==> src/hdl/qau_pkg.sv <==
// ----------------------------------------------------------------------------
// qau_pkg
// Types, codes and small tables shared by the quaternion accumulator modules.
// ----------------------------------------------------------------------------
package qau_pkg;

  localparam int SQ_BITS   = 128;  // sum-of-squares / sqrt radicand frame
  localparam int ROOT_BITS = 64;
  localparam int REM_BITS  = 68;
  localparam int SCAL_BITS = 31;
  localparam int CMD_BITS  = 4;
  localparam int STAT_BITS = 2;
  localparam logic [ROOT_BITS-1:0] SCAL_MAX = 64'h0000_0000_7FFF_FFFF;

  typedef enum logic [CMD_BITS-1:0] {
    CMD_LOAD     = 4'd0,
    CMD_MUL      = 4'd1,
    CMD_ADD      = 4'd2,
    CMD_SCALE    = 4'd3,
    CMD_NORMLZ   = 4'd4,
    CMD_CONJ     = 4'd5,
    CMD_ROTATE   = 4'd6,
    CMD_NORM     = 4'd7,
    CMD_FRAC     = 4'd8,
    CMD_BETWEEN  = 4'd9
  } cmd_e;

  typedef enum logic [STAT_BITS-1:0] {
    STAT_OK   = 2'd0,
    STAT_SAT  = 2'd1,
    STAT_ZERO = 2'd2
  } stat_e;

  // product-sum flavors run on the shared multiplier
  typedef enum logic [2:0] {
    K_HAM_AQ,   // A * Q
    K_HAM_TC,   // T * conj(A)
    K_SCALE,    // A * s
    K_FRAC,     // fractional rotation blend
    K_BTW,      // A * Q with 1 - w on the real part
    K_SUMSQ     // sum of squares of T
  } kind_e;

  // program steps of one command
  typedef enum logic [3:0] {
    P_LOAD, P_ADD, P_CONJ, P_COPY, P_COMMIT,
    P_HAM1, P_HAM2, P_SCALE, P_FRAC, P_BTW,
    P_NORMQ, P_NORM, P_END
  } step_e;

  typedef enum logic [4:0] {
    OP_NONE, OP_LOAD, OP_ADD, OP_CONJ, OP_COPY, OP_COMMIT,
    OP_MUL, OP_ACC, OP_FIN, OP_SQ_LOAD, OP_SHIFT, OP_SQRT,
    OP_NORM_OUT, OP_ZERO, OP_DLOAD, OP_DIV, OP_DFIN
  } op_e;

  typedef enum logic [3:0] {
    S_IDLE, S_STEP, S_MUL, S_ACC, S_FIN, S_SQCHK, S_SHIFT,
    S_SQRT, S_SCAL, S_DLOAD, S_DIV, S_DFIN, S_OUT
  } state_e;

  typedef struct packed {
    logic       latch;
    op_e        op;
    kind_e      kind;
    logic [1:0] comp;
    logic [2:0] term;
    logic       first;
    logic       rot;
  } ctrl_t;

  typedef struct packed {
    logic acc_zero;
    logic sc_top_zero;
  } dstat_t;

  // Hamilton sign table, row i = component, column t = term
  localparam logic [15:0] HN_TAB = 16'b0100_0010_1000_1110;

  function automatic logic hn(input logic [1:0] i, input logic [1:0] t);
    return HN_TAB[{i, t}];
  endfunction

  function automatic logic [2:0] nterms(input kind_e k, input logic [1:0] comp);
    logic [2:0] n;
    case (k)
      K_SCALE: n = 3'd1;
      K_FRAC:  n = (comp == 2'd0) ? 3'd3 : 3'd1;
      K_BTW:   n = (comp == 2'd0) ? 3'd5 : 3'd4;
      default: n = 3'd4;
    endcase
    return n;
  endfunction

endpackage

==> src/hdl/qau_ctrl.sv <==
// ----------------------------------------------------------------------------
// qau_ctrl
// Command sequencer: walks the step program of each command and drives the
// datapath through multiply-accumulate, square-root and divide passes.
// ----------------------------------------------------------------------------
module qau_ctrl import qau_pkg::*; (
  input  logic                clk_i,
  input  logic                rst_ni,
  input  logic                s_valid_i,
  output logic                s_ready_o,
  input  logic [CMD_BITS-1:0] cmd_i,
  output logic                m_valid_o,
  input  logic                m_ready_i,
  output ctrl_t               ctrl_o,
  input  dstat_t              dstat_i
);

  state_e              state_q, state_d;
  logic [CMD_BITS-1:0] cmd_q, cmd_d;
  logic [1:0]          idx_q, idx_d;
  logic [1:0]          comp_q, comp_d;
  logic [2:0]          term_q, term_d;
  logic [6:0]          cnt_q, cnt_d;
  step_e               step;
  kind_e               kind;

  function automatic step_e prog(input logic [CMD_BITS-1:0] c, input logic [1:0] i);
    step_e s;
    s = P_END;
    case (c)
      CMD_LOAD:    s = (i == 2'd0) ? P_LOAD : P_END;
      CMD_MUL:     s = (i == 2'd0) ? P_HAM1 : (i == 2'd1) ? P_COMMIT : P_END;
      CMD_ADD:     s = (i == 2'd0) ? P_ADD : P_END;
      CMD_SCALE:   s = (i == 2'd0) ? P_SCALE : (i == 2'd1) ? P_COMMIT : P_END;
      CMD_NORMLZ:  s = (i == 2'd0) ? P_COPY : (i == 2'd1) ? P_NORMQ :
                       (i == 2'd2) ? P_COMMIT : P_END;
      CMD_CONJ:    s = (i == 2'd0) ? P_CONJ : P_END;
      CMD_ROTATE:  s = (i == 2'd0) ? P_HAM1 : (i == 2'd1) ? P_HAM2 : P_END;
      CMD_NORM:    s = (i == 2'd0) ? P_COPY : (i == 2'd1) ? P_NORM : P_END;
      CMD_FRAC:    s = (i == 2'd0) ? P_FRAC : (i == 2'd1) ? P_NORMQ :
                       (i == 2'd2) ? P_COMMIT : P_END;
      CMD_BETWEEN: s = (i == 2'd0) ? P_BTW : (i == 2'd1) ? P_NORMQ :
                       (i == 2'd2) ? P_COMMIT : P_END;
      default:     s = P_END;
    endcase
    return s;
  endfunction

  always_comb begin
    step = prog(cmd_q, idx_q);
    case (step)
      P_HAM1:  kind = K_HAM_AQ;
      P_HAM2:  kind = K_HAM_TC;
      P_SCALE: kind = K_SCALE;
      P_FRAC:  kind = K_FRAC;
      P_BTW:   kind = K_BTW;
      default: kind = K_SUMSQ;
    endcase
  end

  // next state
  always_comb begin
    state_d = state_q;
    cmd_d   = cmd_q;
    idx_d   = idx_q;
    comp_d  = comp_q;
    term_d  = term_q;
    cnt_d   = cnt_q;
    case (state_q)
      S_IDLE: begin
        if (s_valid_i) begin
          cmd_d   = cmd_i;
          idx_d   = 2'd0;
          state_d = S_STEP;
        end
      end
      S_STEP: begin
        case (step)
          P_LOAD, P_ADD, P_CONJ, P_COPY, P_COMMIT: idx_d = idx_q + 2'd1;
          P_END: state_d = S_OUT;
          default: begin
            comp_d  = 2'd0;
            term_d  = 3'd0;
            state_d = S_MUL;
          end
        endcase
      end
      S_MUL: state_d = S_ACC;
      S_ACC: begin
        if (term_q == nterms(kind, comp_q) - 3'd1) begin
          term_d  = 3'd0;
          state_d = (kind == K_SUMSQ) ? S_SQCHK : S_FIN;
        end else begin
          term_d  = term_q + 3'd1;
          state_d = S_MUL;
        end
      end
      S_FIN: begin
        if (comp_q == 2'd3) begin
          comp_d  = 2'd0;
          idx_d   = idx_q + 2'd1;
          state_d = S_STEP;
        end else begin
          comp_d  = comp_q + 2'd1;
          state_d = S_MUL;
        end
      end
      S_SQCHK: begin
        if (step == P_NORM) begin
          cnt_d   = 7'd63;
          state_d = S_SQRT;
        end else if (dstat_i.acc_zero) begin
          idx_d   = idx_q + 2'd1;
          state_d = S_STEP;
        end else begin
          state_d = S_SHIFT;
        end
      end
      S_SHIFT: begin
        if (!dstat_i.sc_top_zero) begin
          cnt_d   = 7'd63;
          state_d = S_SQRT;
        end
      end
      S_SQRT: begin
        cnt_d = cnt_q - 7'd1;
        if (cnt_q == 7'd0) begin
          comp_d  = 2'd0;
          state_d = (step == P_NORM) ? S_SCAL : S_DLOAD;
        end
      end
      S_SCAL: begin
        idx_d   = idx_q + 2'd1;
        state_d = S_STEP;
      end
      S_DLOAD: begin
        cnt_d   = 7'd127;
        state_d = S_DIV;
      end
      S_DIV: begin
        cnt_d = cnt_q - 7'd1;
        if (cnt_q == 7'd0) state_d = S_DFIN;
      end
      S_DFIN: begin
        if (comp_q == 2'd3) begin
          comp_d  = 2'd0;
          idx_d   = idx_q + 2'd1;
          state_d = S_STEP;
        end else begin
          comp_d  = comp_q + 2'd1;
          state_d = S_DLOAD;
        end
      end
      S_OUT: begin
        if (m_ready_i) state_d = S_IDLE;
      end
      default: state_d = S_IDLE;
    endcase
  end

  // outputs
  always_comb begin
    ctrl_o       = '0;
    ctrl_o.op    = OP_NONE;
    ctrl_o.kind  = kind;
    ctrl_o.comp  = comp_q;
    ctrl_o.term  = term_q;
    ctrl_o.first = (term_q == 3'd0);
    ctrl_o.rot   = (cmd_q == CMD_ROTATE);
    s_ready_o    = 1'b0;
    m_valid_o    = 1'b0;
    case (state_q)
      S_IDLE: begin
        s_ready_o    = 1'b1;
        ctrl_o.latch = s_valid_i;
      end
      S_STEP: begin
        case (step)
          P_LOAD:   ctrl_o.op = OP_LOAD;
          P_ADD:    ctrl_o.op = OP_ADD;
          P_CONJ:   ctrl_o.op = OP_CONJ;
          P_COPY:   ctrl_o.op = OP_COPY;
          P_COMMIT: ctrl_o.op = OP_COMMIT;
          default:  ctrl_o.op = OP_NONE;
        endcase
      end
      S_MUL:   ctrl_o.op = OP_MUL;
      S_ACC:   ctrl_o.op = OP_ACC;
      S_FIN:   ctrl_o.op = OP_FIN;
      S_SQCHK: begin
        if (step == P_NORM || !dstat_i.acc_zero) ctrl_o.op = OP_SQ_LOAD;
        else                                     ctrl_o.op = OP_ZERO;
      end
      S_SHIFT: ctrl_o.op = dstat_i.sc_top_zero ? OP_SHIFT : OP_NONE;
      S_SQRT:  ctrl_o.op = OP_SQRT;
      S_SCAL:  ctrl_o.op = OP_NORM_OUT;
      S_DLOAD: ctrl_o.op = OP_DLOAD;
      S_DIV:   ctrl_o.op = OP_DIV;
      S_DFIN:  ctrl_o.op = OP_DFIN;
      S_OUT:   m_valid_o = 1'b1;
      default: ctrl_o.op = OP_NONE;
    endcase
  end

  always_ff @(posedge clk_i or negedge rst_ni) begin
    if (!rst_ni) begin
      state_q <= S_IDLE;
      cmd_q   <= '0;
      idx_q   <= '0;
      comp_q  <= '0;
      term_q  <= '0;
      cnt_q   <= '0;
    end else begin
      state_q <= state_d;
      cmd_q   <= cmd_d;
      idx_q   <= idx_d;
      comp_q  <= comp_d;
      term_q  <= term_d;
      cnt_q   <= cnt_d;
    end
  end

  a_one_item: assert property (@(posedge clk_i) disable iff (!rst_ni)
    m_valid_o |-> !s_ready_o)
    else $error("input ready while a result is pending");

  a_accept_starts: assert property (@(posedge clk_i) disable iff (!rst_ni)
    (s_valid_i && s_ready_o) |=> (state_q == S_STEP && idx_q == 2'd0))
    else $error("accepted item did not start its program");

  a_out_returns: assert property (@(posedge clk_i) disable iff (!rst_ni)
    (m_valid_o && m_ready_i) |=> s_ready_o)
    else $error("not ready after result delivered");

  a_div_in_normq: assert property (@(posedge clk_i) disable iff (!rst_ni)
    (state_q == S_DIV) |-> (step == P_NORMQ))
    else $error("divide outside normalize step");

endmodule

==> config.mk <==
export PLATFORM = sky130hd
export DESIGN_NAME = qau_ctrl
export DESIGN_NICKNAME = d
export VERILOG_FILES = /design/src/hdl/qau_pkg.sv /design/src/hdl/qau_ctrl.sv
export SDC_FILE = /design/constraint.sdc
export NUM_CORES = 1
export LEC_CHECK = 0
export BUFFER_PORTS_ARGS = -buffer_cell sky130_fd_sc_hd__buf_2
export CAP_MARGIN = 10
export CORE_MARGIN = 2
export CORE_UTILIZATION = 45
export CTS_BUF_LIST = sky130_fd_sc_hd__clkbuf_8 sky130_fd_sc_hd__clkbuf_16
export CTS_CLUSTER_SIZE = 20
export DETAILED_ROUTE_END_ITERATION = 10
export PLACE_DENSITY = 0.67
export SETUP_SLACK_MARGIN = 0.15
export SYNTH_ARGS = -nofsm -noshare
export SYNTH_HDL_FRONTEND = slang
export SYNTH_SLANG_ARGS = --single-unit
==> constraint.sdc <==
create_clock -name clk_i -period 3 [get_ports clk_i]
set_clock_uncertainty 0.1 [all_clocks]
set_input_delay 0.3 -clock clk_i [delete_from_list [all_inputs] [get_ports clk_i]]
set_output_delay 0.3 -clock clk_i [all_outputs]
set_load 0.005 [all_outputs]
==> summary by stage <==
Run status
The flow ran to the end, and the final reports show no timing, DRC or antenna violations.

Logic synthesis
sky130_fd_sc_hd__dfrtp_1 takes more of the synthesized area than any other cell. After synthesis, the largest area contributor takes up 25.40% of total cell area. The most frequently used flop master after synthesis is sky130_fd_sc_hd__dfrtp_1. The number of flops mapped to enable cells by yosys is 0.

The synthesized netlist contains 67 unique library cells. The synthesized flop and latch total is 22. The mapped netlist covers about 2200 um^2. The most common cell in the synthesized netlist is sky130_fd_sc_hd__nand2_1. By area the synthesized netlist is led by sky130_fd_sc_hd__dfrtp_1 25%, sky130_fd_sc_hd__ha_1 6.4%, sky130_fd_sc_hd__nand2_1 5.0%.

The post-synthesis async set-or-reset flop share is 100.0%. After synthesis, the most frequently instantiated cells are 29 x sky130_fd_sc_hd__nand2_1, 26 x sky130_fd_sc_hd__nor2_1, 22 x sky130_fd_sc_hd__dfrtp_1. Of the synthesized area, sequential elements account for 25.40%. The post-synthesis cell count is 268. The warning count from the yosys run is 0.

The number of nets in the synthesized netlist is 289. The per-instance average area after synthesis is 8.086 um^2.

Clock tree
The later pin in the worst-skew pair is clocked with a latency of 0.27 ns. The register clock-pin slew on the reported worst setup and hold paths is ~0.090 ns. In this run the number of H-tree levels came out at 1. TritonCTS built the clock tree. The longest clock path from root to sink contains 2 buffers. The clock buffer count from CTS is 3.

The clock drives 22 sinks. In this run the clock root is driven by a sky130_fd_sc_hd__clkbuf_8.

Global route
Entering global routing, the biggest net connects 23 pins. The total overflow left after global routing is 0. The aggregate global-route resource usage is 22.30%. The initial antenna violation count is 0. The via count of the first global-routing pass was around 2000. The first-pass GRT wire length is 9501 um.

Placement
The final estimated routing congestion in global placement is ~0.94. After legalization and detailed placement, the total HPWL measured approximately 4000 um. The number of placed instances with taps included is approximately 350. At the placement stage, the worst setup path has a slack of -0.05489 ns. The port buffer count is 27.

Route
In the routed layout, each cell is associated on average with a via count of 6.000. After detailed routing, the met2 layer carries 2596 um of wire. The highest metal layer used by the detailed router is met4.

The first routing iteration left 168 violations. The met3 wire length is between 300 and 400 um. The number of detailed-route iterations in the first pass is 4.

The wire length per cell after detailed routing is around 16 um. The remaining antenna violation count after routing is 0. The post-detailed-route DRC marker count is 0. The detailed-routing wirelength on met1 is 2521 um.

The routed layout has approximately 2200 vias. The routed design has approximately 5600 um of wire.

STA
The fmax is 0.3412 GHz. Hold is met by 0.1590 ns. The worst setup margin is ~0.07 ns.

The clock period minus final worst setup slack is roughly 2.9 ns. The slew at the pin with the worst max-slew slack is approximately 0.57 ns. The final critical path takes up 97.71% of the cycle. The final hold violation count is 0. The worst pin sits at a relative slew slack of about three fifths. The final number of max-transition violations was 0. Setup violations remaining at the end of the flow were counted as 0.

Setup repair after global routing could not meet its margin everywhere.

Critical path
The worst setup path is launched from a flop. The startpoint-to-endpoint class of the critical path is flop to flop. The logic depth of the worst setup path including buffers is 10.

The endpoint kind of the worst setup timing path is a flop. Broken down by cell family, the worst path's largest delay share belongs to simple AND/OR/NAND/NOR gates. The data arrival at the endpoint of the critical path is 3.00 ns. Of all nets on the critical path, the largest fanout is 12. The largest single stage delay on the critical path is 0.56 ns. Among the stages of the critical path, the cell type that occurs most often is sky130_fd_sc_hd__xnor2_4.

Walking the worst path, the cells encountered are or2_1 > a31oi_1 > nand3_2 > nor3b_2 > nand2_1 > ha_4 > xnor2_4 > xnor2_4 > a31oi_4 > a221o_1. Counting both buffers and inverters, the worst setup path holds a total of 0. The depth of the worst register-to-register path is 10. At the worst endpoint, the required time is 3.07 ns. The master of the slowest instance on the critical path is sky130_fd_sc_hd__dfrtp_1.

Floorplanning
The region available for standard cell placement spans 4692 um^2. The floorplan step set the die width to approximately 73 um. The site row count is 25.

The initial core utilization is between 40% and 50%. The floorplan step defined a die boundary enclosing about 5400 um^2. 28 I/O pins were placed. In this run the vertical extent of the chip is around 73 um.

Cells and area
The repair_antennas step left the layout with diodes totalling 0. The utilization after layout is 57.12%. The growth of design area from synthesis to finish is 23.67%.

The final net count is roughly 330. Once layout is complete, the cells apart from fillers number 360. In the final layout, the share of cells above drive strength 1 is 28.76%.

Power
In this run the static leakage power is 0.001145 uW. The power density normalized to cell area is roughly 1500 nW/um^2. Across the VDD grid, the largest voltage drop is 678.9 uV. The sum of internal, switching and leakage power is 3897 uW.

Worst hold path
The tightest min-delay check is of the primary input to flop type. The number of stages on the worst hold path is 2.

Run
The tool flagged a number of max-cap violations equal to 0.
[registers in the layout, summed over array words and instances, names as in the netlist]
signal / cells
state_q: 4
cmd_q: 4
comp_q: 2
idx_q: 2
term_q: 3
cnt_q: 7
[kinds of logic after synthesis]
logic type | after synthesis | synth area share (%)
multiplexers | 6 | 3.060
AND/OR/NAND/NOR | 105 | 26.10
buffers and inverters | 30 | 7.044
flip-flops | 22 | 25.40
adder cells (fa/ha/maj) | 11 | 6.351
AO/OA/AOI/OAI | 87 | 28.00
XOR/XNOR | 7 | 4.042
[area by class of cell]
| cell class | instances | area [um^2] |
|---|---|---|
| clock buffer | 3 | 41.29 |
| clock inverter | 1 | 30.03 |
| fill | 431 | 2012 |
| inverter | 16 | 60.06 |
| multi-input combinational | 216 | 1634 |
| sequential | 22 | 551.8 |
| tap | 54 | 67.56 |
| timing repair buffer | 48 | 295.3 |
[metrics by stage]
stage	instance area, um^2	setup TNS, ns
detailed placement	2416	-0.06372
finish	2680	0
floorplan	2223	0
global placement	2416	0
CTS	2630	0
global route	2680	-0.1228
[cells in the final DEF (no fill, tap or decap), types with 3 or more instances in the layout]
cell type                  instances
sky130_fd_sc_hd__ha_4              3
sky130_fd_sc_hd__a22o_1            5
sky130_fd_sc_hd__o21ai_1           4
sky130_fd_sc_hd__buf_4            20
sky130_fd_sc_hd__a21oi_1          16
sky130_fd_sc_hd__o211ai_1          5
sky130_fd_sc_hd__ha_1              7
sky130_fd_sc_hd__nand2_1          28
sky130_fd_sc_hd__nor3_1           11
sky130_fd_sc_hd__dfrtp_1          21
sky130_fd_sc_hd__nor4bb_4          3
sky130_fd_sc_hd__buf_2            27
sky130_fd_sc_hd__nor2_1           26
sky130_fd_sc_hd__o21ai_0          21
sky130_fd_sc_hd__nand3_1           5
sky130_fd_sc_hd__clkbuf_8          3
sky130_fd_sc_hd__a31oi_1           3
sky130_fd_sc_hd__nor2b_1           5
sky130_fd_sc_hd__inv_1            14
sky130_fd_sc_hd__mux2_2            5
[power breakdown]
part / switching [uW] / internal [uW]
Clock: 108 / 178
Sequential: 265 / 417
Combinational: 1470 / 1460
Total: 1840 / 2050
[what timing repair did]
item	in CTS	in global routing
hold buffers	1	0
buffers inserted	7	2
gates resized for setup	11	4
endpoints found under the hold margin	22	0
endpoints found under the setup margin	6	8
pin swaps	10	8
[per-layer routing]
metal / GRT usage (%) / up-vias
met1: 30.68 / 1021
met4: 6.263 / 0
met3: 4.390 / 14
met2: 35.74 / 76
li1: - / 1049
met5: 0 / -
[worst paths after layout]
path,startpoint,to,slack [ns]
min,cmd_i[1],cmd_q[1],0.16
max reg2reg,cmd_q[1],term_q[2],0.07
min in group asynchronous,rst_ni,term_q[1],0.47
min reg2reg,cnt_q[0],cnt_q[0],0.39
max,cmd_q[1],term_q[2],0.07
max in group asynchronous,rst_ni,cmd_q[2],1.93
(Power assumes the default switching activity.)
